$ cat src/sv/ssnf_pkg.sv
// Types, constants and the segment decoder of the number formatter.
package ssnf_pkg;

  localparam int unsigned NumDigits  = 4;
  localparam int unsigned MagW       = 14;   // holds magnitudes up to 9999
  localparam int unsigned QuotW      = 11;
  localparam int unsigned DigitW     = 4;
  localparam int unsigned SegW       = 7;
  localparam int unsigned RecipW     = 16;
  localparam int unsigned ProdW      = MagW + RecipW;
  localparam int unsigned RecipShift = 19;

  localparam logic signed [15:0] MaxShown = 16'sd9999;
  localparam logic signed [15:0] MinShown = -16'sd999;

  // floor(x * 52429 / 2^19) equals floor(x / 10) for any 16-bit x
  localparam logic [RecipW-1:0] RecipTen = 16'd52429;

  localparam logic [SegW-1:0] SegMinus = 7'h40;
  localparam logic [SegW-1:0] SegBlank = 7'h00;

  typedef struct packed {
    logic signed [15:0] value;
    logic               left_align;
  } in_t;

  typedef struct packed {
    logic [SegW-1:0] digit0_segments;
    logic [SegW-1:0] digit1_segments;
    logic [SegW-1:0] digit2_segments;
    logic [SegW-1:0] digit3_segments;
    logic            out_of_range;
  } out_t;

  // Data handed from cell to cell: digits[0] is the ones digit after the last cell.
  typedef struct packed {
    logic [MagW-1:0]                    rest;
    logic [NumDigits-1:0][DigitW-1:0]   digits;
    logic [NumDigits-1:0]               sig;
    logic                               neg;
    logic                               left;
    logic                               oor;
  } pipe_t;

  function automatic logic [SegW-1:0] seg_of_digit(input logic [DigitW-1:0] d);
    logic [SegW-1:0] s;
    unique case (d)
      4'd0:    s = 7'h3f;
      4'd1:    s = 7'h06;
      4'd2:    s = 7'h5b;
      4'd3:    s = 7'h4f;
      4'd4:    s = 7'h66;
      4'd5:    s = 7'h6d;
      4'd6:    s = 7'h7d;
      4'd7:    s = 7'h07;
      4'd8:    s = 7'h7f;
      4'd9:    s = 7'h6f;
      default: s = SegBlank;
    endcase
    return s;
  endfunction

endpackage

$ cat src/sv/ssnf_entry.sv
// Entry stage: range check, sign and magnitude of the incoming number.
module ssnf_entry import ssnf_pkg::*; (
  input  logic  clk_i,
  input  logic  rst_ni,
  input  logic  valid_i,
  output logic  stall_o,
  input  in_t   item_i,
  output logic  valid_o,
  input  logic  stall_i,
  output pipe_t pipe_o
);

  logic        valid_q;
  pipe_t       pipe_d, pipe_q;
  logic [15:0] abs_val;

  assign stall_o = valid_q && stall_i;

  always_comb begin
    abs_val        = item_i.value[15] ? 16'(-item_i.value) : 16'(item_i.value);
    pipe_d.rest    = abs_val[MagW-1:0];
    pipe_d.digits  = '0;
    pipe_d.sig     = '0;
    pipe_d.neg     = item_i.value[15];
    pipe_d.left    = item_i.left_align;
    pipe_d.oor     = (item_i.value > MaxShown) || (item_i.value < MinShown);
  end

  always_ff @(posedge clk_i or negedge rst_ni) begin
    if (!rst_ni) begin
      valid_q <= 1'b0;
    end else if (!stall_o) begin
      valid_q <= valid_i;
    end
  end

  always_ff @(posedge clk_i) begin
    if (!stall_o && valid_i) begin
      pipe_q <= pipe_d;
    end
  end

  assign valid_o = valid_q;
  assign pipe_o  = pipe_q;

endmodule

$ cat src/sv/ssnf_digit_cell.sv
// One cell of the digit chain: peel off the lowest decimal digit, pass the quotient on.
module ssnf_digit_cell import ssnf_pkg::*; (
  input  logic  clk_i,
  input  logic  rst_ni,
  input  logic  valid_i,
  output logic  stall_o,
  input  pipe_t pipe_i,
  output logic  valid_o,
  input  logic  stall_i,
  output pipe_t pipe_o
);

  logic             valid_q;
  pipe_t            pipe_d, pipe_q;
  logic [ProdW-1:0] prod;
  logic [QuotW-1:0] quot;
  logic [MagW-1:0]  rem;

  assign stall_o = valid_q && stall_i;

  always_comb begin
    prod = ProdW'(pipe_i.rest) * ProdW'(RecipTen);
    quot = prod[RecipShift +: QuotW];
    // rest - 10 * quot, by shifts
    rem  = pipe_i.rest - {quot, 3'b000} - MagW'({quot, 1'b0});
    pipe_d        = pipe_i;
    pipe_d.rest   = MagW'(quot);
    // shift the new digit in at the top; the ones digit lands at index 0
    pipe_d.digits = {rem[DigitW-1:0], pipe_i.digits[NumDigits-1:1]};
    pipe_d.sig    = {(pipe_i.rest != '0), pipe_i.sig[NumDigits-1:1]};
  end

  always_ff @(posedge clk_i or negedge rst_ni) begin
    if (!rst_ni) begin
      valid_q <= 1'b0;
    end else if (!stall_o) begin
      valid_q <= valid_i;
    end
  end

  always_ff @(posedge clk_i) begin
    if (!stall_o && valid_i) begin
      pipe_q <= pipe_d;
    end
  end

  assign valid_o = valid_q;
  assign pipe_o  = pipe_q;

endmodule

$ cat src/sv/ssnf_pack.sv
// Final stage: place minus and digits, pack left or right, decode segments.
module ssnf_pack import ssnf_pkg::*; (
  input  logic  clk_i,
  input  logic  rst_ni,
  input  logic  valid_i,
  output logic  stall_o,
  input  pipe_t pipe_i,
  output logic  valid_o,
  input  logic  stall_i,
  output out_t  item_o
);

  logic                       valid_q;
  out_t                       out_d, out_q;
  logic [2:0]                 ndig;
  logic [2:0]                 len;
  logic signed [3:0]          r;
  logic [NumDigits-1:0][SegW-1:0] seg;

  assign stall_o = valid_q && stall_i;

  always_comb begin
    // sig is a thermometer code; zero still shows one digit
    if (pipe_i.sig[3]) begin
      ndig = 3'd4;
    end else if (pipe_i.sig[2]) begin
      ndig = 3'd3;
    end else if (pipe_i.sig[1]) begin
      ndig = 3'd2;
    end else begin
      ndig = 3'd1;
    end
    len = ndig + 3'(pipe_i.neg);
    for (int p = 0; p < NumDigits; p++) begin
      // r counts group places from the right end of the group
      if (pipe_i.left) begin
        r = $signed({1'b0, len}) - 4'sd1 - $signed(4'(p));
      end else begin
        r = 4'(NumDigits - 1 - p);
      end
      if (pipe_i.oor) begin
        seg[p] = SegMinus;
      end else if (r < 4'sd0) begin
        seg[p] = SegBlank;
      end else if (r[2:0] < ndig) begin
        seg[p] = seg_of_digit(pipe_i.digits[r[1:0]]);
      end else if ((r[2:0] == ndig) && pipe_i.neg) begin
        seg[p] = SegMinus;
      end else begin
        seg[p] = SegBlank;
      end
    end
    out_d.digit0_segments = seg[0];
    out_d.digit1_segments = seg[1];
    out_d.digit2_segments = seg[2];
    out_d.digit3_segments = seg[3];
    out_d.out_of_range    = pipe_i.oor;
  end

  always_ff @(posedge clk_i or negedge rst_ni) begin
    if (!rst_ni) begin
      valid_q <= 1'b0;
    end else if (!stall_o) begin
      valid_q <= valid_i;
    end
  end

  always_ff @(posedge clk_i) begin
    if (!stall_o && valid_i) begin
      out_q <= out_d;
    end
  end

  assign valid_o = valid_q;
  assign item_o  = out_q;

endmodule

$ cat src/sv/seven_segment_number_formatter.sv
// Top level of the four-digit signed seven-segment number formatter.
//
//   channel  direction  handshake                 payload
//   in       input      in_valid_i / in_stall_o   in_item_i  (in_t)
//   out      output     out_valid_o / out_stall_i out_item_o (out_t)
//
// One item per cycle sustained while out_stall_i is low; registered stages: entry stage,
// four digit cells (one divide-by-ten multiply each) and the packing/output register.
// Reset clears only the stage valid bits; payload registers are not reset.
// Each stage holds while it is full and the stage after it stalls, so bubbles
// close up and out_stall_i reaches in_stall_o only when the whole chain is full.
module seven_segment_number_formatter import ssnf_pkg::*; (
  input  logic clk_i,
  input  logic rst_ni,
  input  logic in_valid_i,
  output logic in_stall_o,
  input  in_t  in_item_i,
  output logic out_valid_o,
  input  logic out_stall_i,
  output out_t out_item_o
);

  logic  [NumDigits:0] valid;
  logic  [NumDigits:0] stall;
  pipe_t [NumDigits:0] pipe;

  ssnf_entry u_entry (
    .clk_i   (clk_i),
    .rst_ni  (rst_ni),
    .valid_i (in_valid_i),
    .stall_o (in_stall_o),
    .item_i  (in_item_i),
    .valid_o (valid[0]),
    .stall_i (stall[0]),
    .pipe_o  (pipe[0])
  );

  for (genvar g = 0; g < NumDigits; g++) begin : g_cell
    ssnf_digit_cell u_cell (
      .clk_i   (clk_i),
      .rst_ni  (rst_ni),
      .valid_i (valid[g]),
      .stall_o (stall[g]),
      .pipe_i  (pipe[g]),
      .valid_o (valid[g+1]),
      .stall_i (stall[g+1]),
      .pipe_o  (pipe[g+1])
    );
  end

  ssnf_pack u_pack (
    .clk_i   (clk_i),
    .rst_ni  (rst_ni),
    .valid_i (valid[NumDigits]),
    .stall_o (stall[NumDigits]),
    .pipe_i  (pipe[NumDigits]),
    .valid_o (out_valid_o),
    .stall_i (out_stall_i),
    .item_o  (out_item_o)
  );

endmodule

$ cat config.mk
export PLATFORM = sky130hd
export DESIGN_NAME = seven_segment_number_formatter
export DESIGN_NICKNAME = d
export VERILOG_FILES = /design/src/sv/ssnf_pkg.sv /design/src/sv/ssnf_entry.sv /design/src/sv/ssnf_digit_cell.sv /design/src/sv/ssnf_pack.sv /design/src/sv/seven_segment_number_formatter.sv
export SDC_FILE = /design/constraint.sdc
export NUM_CORES = 1
export LEC_CHECK = 0
export BUFFER_PORTS_ARGS = -buffer_cell sky130_fd_sc_hd__buf_2
export CAP_MARGIN = 10
export CORE_AREA = 2 2 241 183
export DETAILED_ROUTE_END_ITERATION = 12
export DIE_AREA = 0 0 243 185
export PLACE_DENSITY = 0.72
export SLEW_MARGIN = 15
export SYNTH_ARGS = -nofsm -noshare
export SYNTH_HDL_FRONTEND = slang
export SYNTH_HIERARCHICAL = 1
export SYNTH_SLANG_ARGS = --single-unit
$ cat constraint.sdc
create_clock -name clk_i -period 8.4 [get_ports clk_i]
set_clock_uncertainty 0.1 [all_clocks]
set_input_delay 1.26 -clock clk_i [delete_from_list [all_inputs] [get_ports clk_i]]
set_output_delay 1.26 -clock clk_i [all_outputs]
set_load 0.02 [all_outputs]
==> results of run 1 <==
-- through the flow --
step / area, um2 / instances / setup slack, ns
after floorplan: 20500 / 1911 / 1.91
after CTS: 22000 / 2546 / 1.44
final: 22000 / 2546 / 1.45
after detailed placement: 21300 / 2514 / 1.46
after global placement: 21300 / 2514 / 1.66
after global routing: 22000 / 2546 / 1.04
-- state kept, by name, indices dropped and copies added (netlist names) --
name,count
u_pack/valid_o,1
u_entry/pipe_o,17
g_cell.u_cell/valid_o,4
g_cell.u_cell/pipe_o,91
u_pack/item_o,29
u_entry/valid_o,1
-- worst paths after layout --
path                                                  start                           to  slack (ns)  depth (start not counted)
worst max-delay path            g_cell[0].u_cell/pipe_o[31]  g_cell[1].u_cell/pipe_o[22]        1.45                         24
worst min-delay path            g_cell[2].u_cell/pipe_o[17]  g_cell[3].u_cell/pipe_o[13]        0.32                          0
worst max register to register  g_cell[0].u_cell/pipe_o[31]  g_cell[1].u_cell/pipe_o[22]        1.45                         24
worst min register to register  g_cell[2].u_cell/pipe_o[17]  g_cell[3].u_cell/pipe_o[13]        0.32                          0
max in group asynchronous                            rst_ni               u_pack/valid_o        7.53                          1
min in group asynchronous                            rst_ni     g_cell[0].u_cell/valid_o        0.53                          1
-- worst register-to-register path: stages, from the launching register on --
cell      delay, ns
edfxtp_1       0.43
inv_1          0.11
ha_1           0.32
inv_1          0.06
fa_1           0.53
fa_1           0.52
fa_1           0.55
inv_1          0.05
fa_1           0.50
inv_1          0.05
fa_1           0.49
inv_1          0.04
ha_1           0.35
nand4_1        0.17
or4_4          0.55
o21ba_1        0.21
nand2_1        0.08
xor2_1         0.19
ha_1           0.20
xnor2_1        0.20
or2_2          0.19
nor2_1         0.05
a211o_1        0.28
a221oi_1       0.33
xnor2_1        0.13
-- layer usage --
metal  global-route usage, %  up-vias  routed length [um]
met3                    3.06       39                1600
met5                       0        -                   0
met2                    30.3      247               18200
met4                    3.93        0                 404
li1                        -     6506                   -
met1                    28.1     6541               21300
-- cell type report --
class,count,area (um2),share of cell area [%]
Timing Repair Buffer,57,300,1.37
Clock buffer,17,425,1.94
Inverter,416,1560,7.11
Clock inverter,15,210,0.957
Sequential cell,143,4260,19.4
Multi-Input combinational cell,1320,14500,65.9
Tap cell,578,723,3.29
==> impl_metrics.ini, run 1 <==
[sta]
tns_ns = 0
setup_viol = 0
hold_violations = 0
fmax_mhz = 144
rsz0062_at_grt = no
holdWs_ns = 0.317
worstMarginPinSlew_ns = 1.07
period_minus_slack_ns = 6.95
slew_headroom_pct = 28.4
post-route-period-util_pct = 82.7
report.final.slew_viol_count = 0

[clocking]
clk_latency_ns = 0.45
post_cts_resized = 0
root_buffer = clkbuf_16
clk_pin_slew_ns = 0.07
clk_path_buf_depth = 2
htree_levels = 4
cts_buffers = 17
cts_tree = yes
cts_setup_buffers = 0
holdBufCountCts = 0
cts_num_sinks = 143

[layout]
fillCellCount = 3796
area_growth_pct = 7.25
final_util_pct = 51.4
antenna_cells = 0
fin_nets = 2636
drive_above_1_share_pct = 8.54
layout_common_cells = 448 x ha_1, 414 x inv_1, 212 x fa_1
final_common_cell = ha_1

[routing]
drc = 0
vias = 13300
avgViaCountPerCell = 5.24
drt_pass1_iterations = 5
wl_per_cell_um = 16.3
antenna_left = 0
routed_wirelength_mm = 41.6
drt_iter0_drc = 734

[floorplanning]
row_count = 66
ios = 52
core-area_um2 = 42800
dieArea_um2 = 45000
die_y_um = 185
die_width_um = 243
start_util_pct = 47.9

[setup_path]
crit_family = adder cells
slowest_delay_ns = 0.55
critical_path_class = reg2reg
crit_fanout = 5
cp_cell_sequence = inv_1 -> ha_1 -> inv_1 -> fa_1 -> fa_1 -> fa_1 -> inv_1 -> fa_1 -> inv_1 -> fa_1 -> inv_1 -> ha_1 -> nand4_1 -> or4_4 -> o21ba_1 -> nand2_1 -> xor2_1 -> ha_1 -> xnor2_1 -> or2_2 -> nor2_1 -> a211o_1 -> a221oi_1 -> xnor2_1
critPathLaunchType = flip-flop
cp_slowest_cell = fa_1
endpoint_kind = flip-flop
critPathRequiredTime_ns = 8.48
cp.arrival_ns = 7.04
cp_num_buf_inv = 5

[flow_run]
max_cap_viol_count = 0

[hold_path]
hold_path_class = reg2reg

[grt]
grt_pass1_wl_mm = 69.4
antenna_found_initial = 1
grt_pass1_vias = 13800
grt_max_degree = 30
grt_overflow = 0
track_usage_pct = 19.2

[synthesis]
synth_area_per_cell_um2 = 10.8
ys.warnings.count = 6
syn-cell-area_um2 = 20500
syn-instance-count = 1905

[placement]
globalplace.congestion = 0.899
place_hpwl_mm = 36.0
portBuffers = 51

[status]
outcome = complete, no violations
Power of run 1 is not shown: default switching activity piles up to over one toggle a cycle in this logic, so the estimate is an artifact.
==> inputs of run 2 (changes only) <==
Settings changed: ABC_AREA set to 1, CORE_AREA 2 2 241 183 to 2 2 251 191, DIE_AREA 0 0 243 185 to 0 0 253 193, PLACE_DENSITY 0.72 to 0.75.
Clock period 8.4 ns to 6.26 ns, I/O delays scaled along.
==> run 2 against run 1 <==
Compared with the run above: synthesized area is 9.0% higher; sequential share of layout area decreased by 1.6 points; final cell count increased by 30%; global-route usage is 3.0 points higher; wire length is 24% higher.
==> impl_metrics.ini, run 2 <==
[sta]
slew_headroom_pct = 26.8
post-route-period-util_pct = 95.4
worstMarginPinSlew_ns = 1.10
fmax_mhz = 167
period_minus_slack_ns = 5.97
report.final.slew_viol_count = 0
hold_violations = 0
setup_viol = 0

[clocking]
clk_path_buf_depth = 2
clk_pin_slew_ns = 0.07
htree_levels = 4
cts_num_sinks = 143
clk_latency_ns = 0.45
cts_buffers = 17
root_buffer = clkbuf_16
cts_tree = yes
holdBufCountCts = 0

[grt]
grt_pass1_wl_mm = 85.8
track_usage_pct = 22.2
grt_max_degree = 30
antenna_found_initial = 0
grt_overflow = 0
grt_pass1_vias = 17200

[flow_run]
max_cap_viol_count = 0

[placement]
dp_cells = 3269
place_hpwl_mm = 45.1
globalplace.congestion = 0.920
postPlaceCellArea_um2 = 23300
portBuffers = 51

[layout]
final-instance-count-excl-fill = 3307
largest_register_ffs = 91
drive_above_1_share_pct = 8.03
area_growth_pct = 7.43
layout_common_cells = 611 x inv_1, 489 x nand2_1, 447 x ha_1
final_common_cell = inv_1
fin_nets = 3372
antenna_cells = 0
stdcell_area_um2 = 24000

[routing]
routed_wirelength_mm = 51.5
avgViaCountPerCell = 5.15
drt_iter0_drc = 1346
drc = 0
vias = 17000
antenna_left = 0
wl_per_cell_um = 15.6
drt_pass1_iterations = 6

[floorplanning]
die_width_um = 253
core-area_um2 = 46600
ios = 52
row_count = 69
die_y_um = 193
dieArea_um2 = 48800
start_util_pct = 47.9

[setup_path]
cp_cell_sequence = inv_1 -> ha_1 -> inv_1 -> fa_1 -> fa_1 -> fa_1 -> inv_1 -> fa_1 -> inv_1 -> fa_1 -> inv_1 -> ha_1 -> a21o_1 -> a21oi_1 -> o21bai_1 -> a21oi_1 -> nand2_1 -> xor2_1 -> ha_1 -> xor2_1 -> nand3_1 -> nand3_1 -> nand2_1
critPathLaunchType = flip-flop
crit_fanout = 4
cp.arrival_ns = 6.07
critPathRequiredTime_ns = 6.36
cp_slowest_cell = fa_1
critical_path_class = reg2reg
endpoint_kind = flip-flop
slowest_delay_ns = 0.55

[status]
outcome = complete, no violations

[hold_path]
hold_path_class = in2async

[synthesis]
ys.warnings.count = 6
synth_area_per_cell_um2 = 8.53
syn-cell-area_um2 = 22300
syn-instance-count = 2617
[run 2: changes by cell type in the layout (fill, tap and decap cells not counted), sizes merged, moves of 14 or more]
cell,change
nand4,+16
a21oi,+14
inv,+218
xnor2,-25
and2,-21
nor2,+139
nand3,+87
nor2b,-15
nand2,+469
o21ai,+15
mux2i,-25
[run 2: final timing paths]
path	from	cells past startpoint	slack (ns)	to
max in group asynchronous	rst_ni	1	5.70	u_entry/valid_o
worst min-delay path	rst_ni	1	0.20	g_cell[0].u_cell/valid_o
min in group clk_i	g_cell[0].u_cell/pipe_o[0]	0	0.32	g_cell[1].u_cell/pipe_o[0]
worst max-delay path	g_cell[0].u_cell/pipe_o[32]	23	0.29	g_cell[1].u_cell/pipe_o[22]
worst min register to register	g_cell[0].u_cell/pipe_o[0]	0	0.32	g_cell[1].u_cell/pipe_o[0]
worst max register to register	g_cell[0].u_cell/pipe_o[32]	23	0.29	g_cell[1].u_cell/pipe_o[22]
[run 2: critical path, delay by kind of cell, from the launching register on]
| kind | cells | cell delay, ns |
|---|---|---|
| fa+ha+maj | 8 | 3.46 |
| compound gates | 4 | 0.59 |
| flops | 1 | 0.46 |
| xor+xnor | 2 | 0.43 |
| simple gates | 4 | 0.38 |
| buf+inv | 5 | 0.29 |
[run 2: what timing repair did]
action | in CTS | in global routing
endpoints found under the setup margin | 0 | 3
resized for setup | 0 | 8
setup buffers | 0 | 6
[run 2: metal layers]
layer  vias to the layer above  global-route usage (%)  routed length, um
met2                       490                    34.9              22800
met4                         0                    4.32                694
met3                        54                    4.58               3800
li1                       8366                       -                  -
met5                         -                       0                  0
met1                      8125                    31.9              24200
[run 2: cell type report]
cell class              instances  area (um2)
fillers                      4235       22600
repair buffers                 64         353
multi-input cells            1828       15600
clock buffers                  17         425
clock inverters                15         179
flip-flops and latches        143        4260
inverters                     637        2390
well taps                     603         754
[run 2: metrics by stage]
stage,setup TNS [ns],worst slack (ns),hold WS (ns),utilization [%]
finish,0,0.286,0.203,51.4
global route,-0.00524,-0.00524,0.186,51.4
CTS,0,0.183,0.190,51.3
detailed placement,0,0.234,0.305,50.0
global placement,0,0.373,0.301,50.0
floorplan,0,0.716,0.300,-
Power of run 2 is left out for the same reason.
==> inputs of run 3 (changes only) <==
Settings changed: ABC_AREA 1 to not set, CORE_AREA 2 2 251 191 to 2 2 241 183, DIE_AREA 0 0 253 193 to 0 0 243 185, RECOVER_POWER set to 50.
==> run 3 against run 2 <==
Compared with the run above: non-clock buffer count is 42 higher; final cell count is 22% lower; global-route usage is 2.3 points lower; first-iteration DRC count is 33% lower; sequential share of layout area is 1.2 points higher; wire length is 16% lower; the flow now finishes with violations (max-capacitance violations, max-slew violations, negative setup slack); maximum frequency is 5.5% lower; via count is 19% lower; count of clock-buffer cells in the layout stayed put; critical path type unchanged; die area is 7.9% lower; cell area is 6.2% lower; critical path depth is 1 higher.
==> impl_metrics.ini, run 3 (synthesis results as in run 1) <==
[sta]
period_minus_slack_ns = 6.32
hold_violations = 0
report.final.slew_viol_count = 58
layout_setup_ws_ns = -0.0580
worstMarginPinSlew_ns = 1.53
fmax_mhz = 158
slew_headroom_pct = -1.75
tns_ns = -0.0580
post-route-period-util_pct = 101
rsz0062_at_grt = yes
setup_viol = 1

[routing]
vias = 13900
drc = 0
antenna_left = 0
routed_wirelength_mm = 43.4
avgViaCountPerCell = 5.34
wl_per_cell_um = 16.7
drt_pass1_iterations = 5
drt_iter0_drc = 897

[grt]
track_usage_pct = 20.0
grt_overflow = 0
antenna_found_initial = 1
grt_pass1_wl_mm = 72.2
grt_pass1_vias = 14600
grt_max_degree = 30

[setup_path]
critPathLaunchType = flip-flop
crit_fanout = 3
critical_path_class = reg2reg
r2r_setup_slack_ns = -0.06
cp.arrival_ns = 6.41
cp_slowest_cell = fa_1
slowest_delay_ns = 0.53
cp_cell_sequence = buf_4 -> ha_1 -> inv_1 -> fa_1 -> inv_1 -> fa_1 -> inv_1 -> fa_1 -> inv_1 -> fa_2 -> fa_1 -> ha_4 -> nand4_1 -> or4_4 -> o21ba_4 -> nand2_2 -> xor2_2 -> ha_2 -> xnor2_2 -> or2_4 -> nor2_1 -> a211o_1 -> a221oi_2 -> xnor2_1
critPathRequiredTime_ns = 6.35
endpoint_kind = flip-flop

[floorplanning]
ios = 52
start_util_pct = 47.9
core-area_um2 = 42800
die_width_um = 243
die_y_um = 185
dieArea_um2 = 45000
row_count = 66

[layout]
stdcell_area_um2 = 22500
fin_nets = 2685
drive_above_1_share_pct = 10.7
area_growth_pct = 9.80
largest_register_ffs = 91
final_common_cell = ha_1
layout_common_cells = 437 x ha_1, 410 x inv_1, 210 x fa_1
antenna_cells = 0

[clocking]
cts_tree = yes
clk_pin_slew_ns = 0.07
clk_path_buf_depth = 2
root_buffer = clkbuf_16
cts_num_sinks = 143
clk_latency_ns = 0.44
htree_levels = 4
cts_buffers = 17

[status]
failed_checks = max-capacitance violations, max-slew violations, negative setup slack
outcome = complete, but fails checks

[hold_path]
hold_path_class = in2async

[placement]
globalplace.congestion = 0.914
place_hpwl_mm = 36.7
postPlaceCellArea_um2 = 21700
portBuffers = 51

[flow_run]
max_cap_viol_count = 2
==> run 3: cell types whose count changed in the layout (fill, tap and decap cells not counted), sizes merged, moves of 21 or more <==
cell	before	now
xnor2	22	47
nand2	528	59
nor2	192	53
and2	0	21
inv	644	424
clkbuf	17	51
nand3	111	24
mux2i	0	25
==> run 3: worst paths after layout <==
path / start / endpoint / cells past startpoint
worst max-delay path: g_cell[0].u_cell/pipe_o[32] / g_cell[1].u_cell/pipe_o[22] / 24
worst min-delay path: rst_ni / g_cell[2].u_cell/valid_o / 1
worst max register to register: g_cell[0].u_cell/pipe_o[32] / g_cell[1].u_cell/pipe_o[22] / 24
worst min register to register: g_cell[1].u_cell/pipe_o[18] / g_cell[2].u_cell/pipe_o[14] / 0
max in group asynchronous: rst_ni / g_cell[0].u_cell/valid_o / 1
min in group clk_i: g_cell[1].u_cell/pipe_o[18] / g_cell[2].u_cell/pipe_o[14] / 0
==> run 3: layout make-up <==
class	count	area (um2)
sequential	143	4260
fill	3639	20300
clock buffer	17	425
timing repair buffer	106	619
clock inverter	15	173
multi-input combinational	1320	14700
tap	578	723
inverter	416	1560
==> run 3: metrics by stage <==
stage	hold WS [ns]	worst slack (ns)	util (%)	cells
floorplan	0.300	0.00278	-	1911
global placement	0.301	0.0293	50.7	2553
detailed placement	0.305	-0.0476	50.7	2553
CTS	0.186	-0.0298	52.1	2585
global route	0.255	-0.327	52.6	2595
finish	0.249	-0.0580	52.6	2595
==> run 3: timing repair <==
action / CTS / global route
setup buffers: 0 / 9
resized for setup: 3 / 28
gates cloned: 0 / 0
setup endpoints to repair: 2 / 3
pin swaps: 2 / 24
hold buffers: 0 / 0
==> run 3: routing by layer <==
layer	vias up	wire length [um]	GRT usage [%]
li1	6601	-	-
met1	6848	20400	27.1
met2	353	20200	33.0
met3	53	2240	4.59
met4	2	548	3.78
met5	-	11	0
==> run 3: worst max-delay path: cells and delay by family (launching register included) <==
family	cells	cell delay, ns
AOI/OAI and AO/OA	3	0.78
xor gates and xnor gates	3	0.39
adders and majority gates	8	3.11
buffers and inverters	5	0.40
DFF	1	0.35
and+or+nand+nor	5	0.92
Power of run 3 is left out for the same reason.
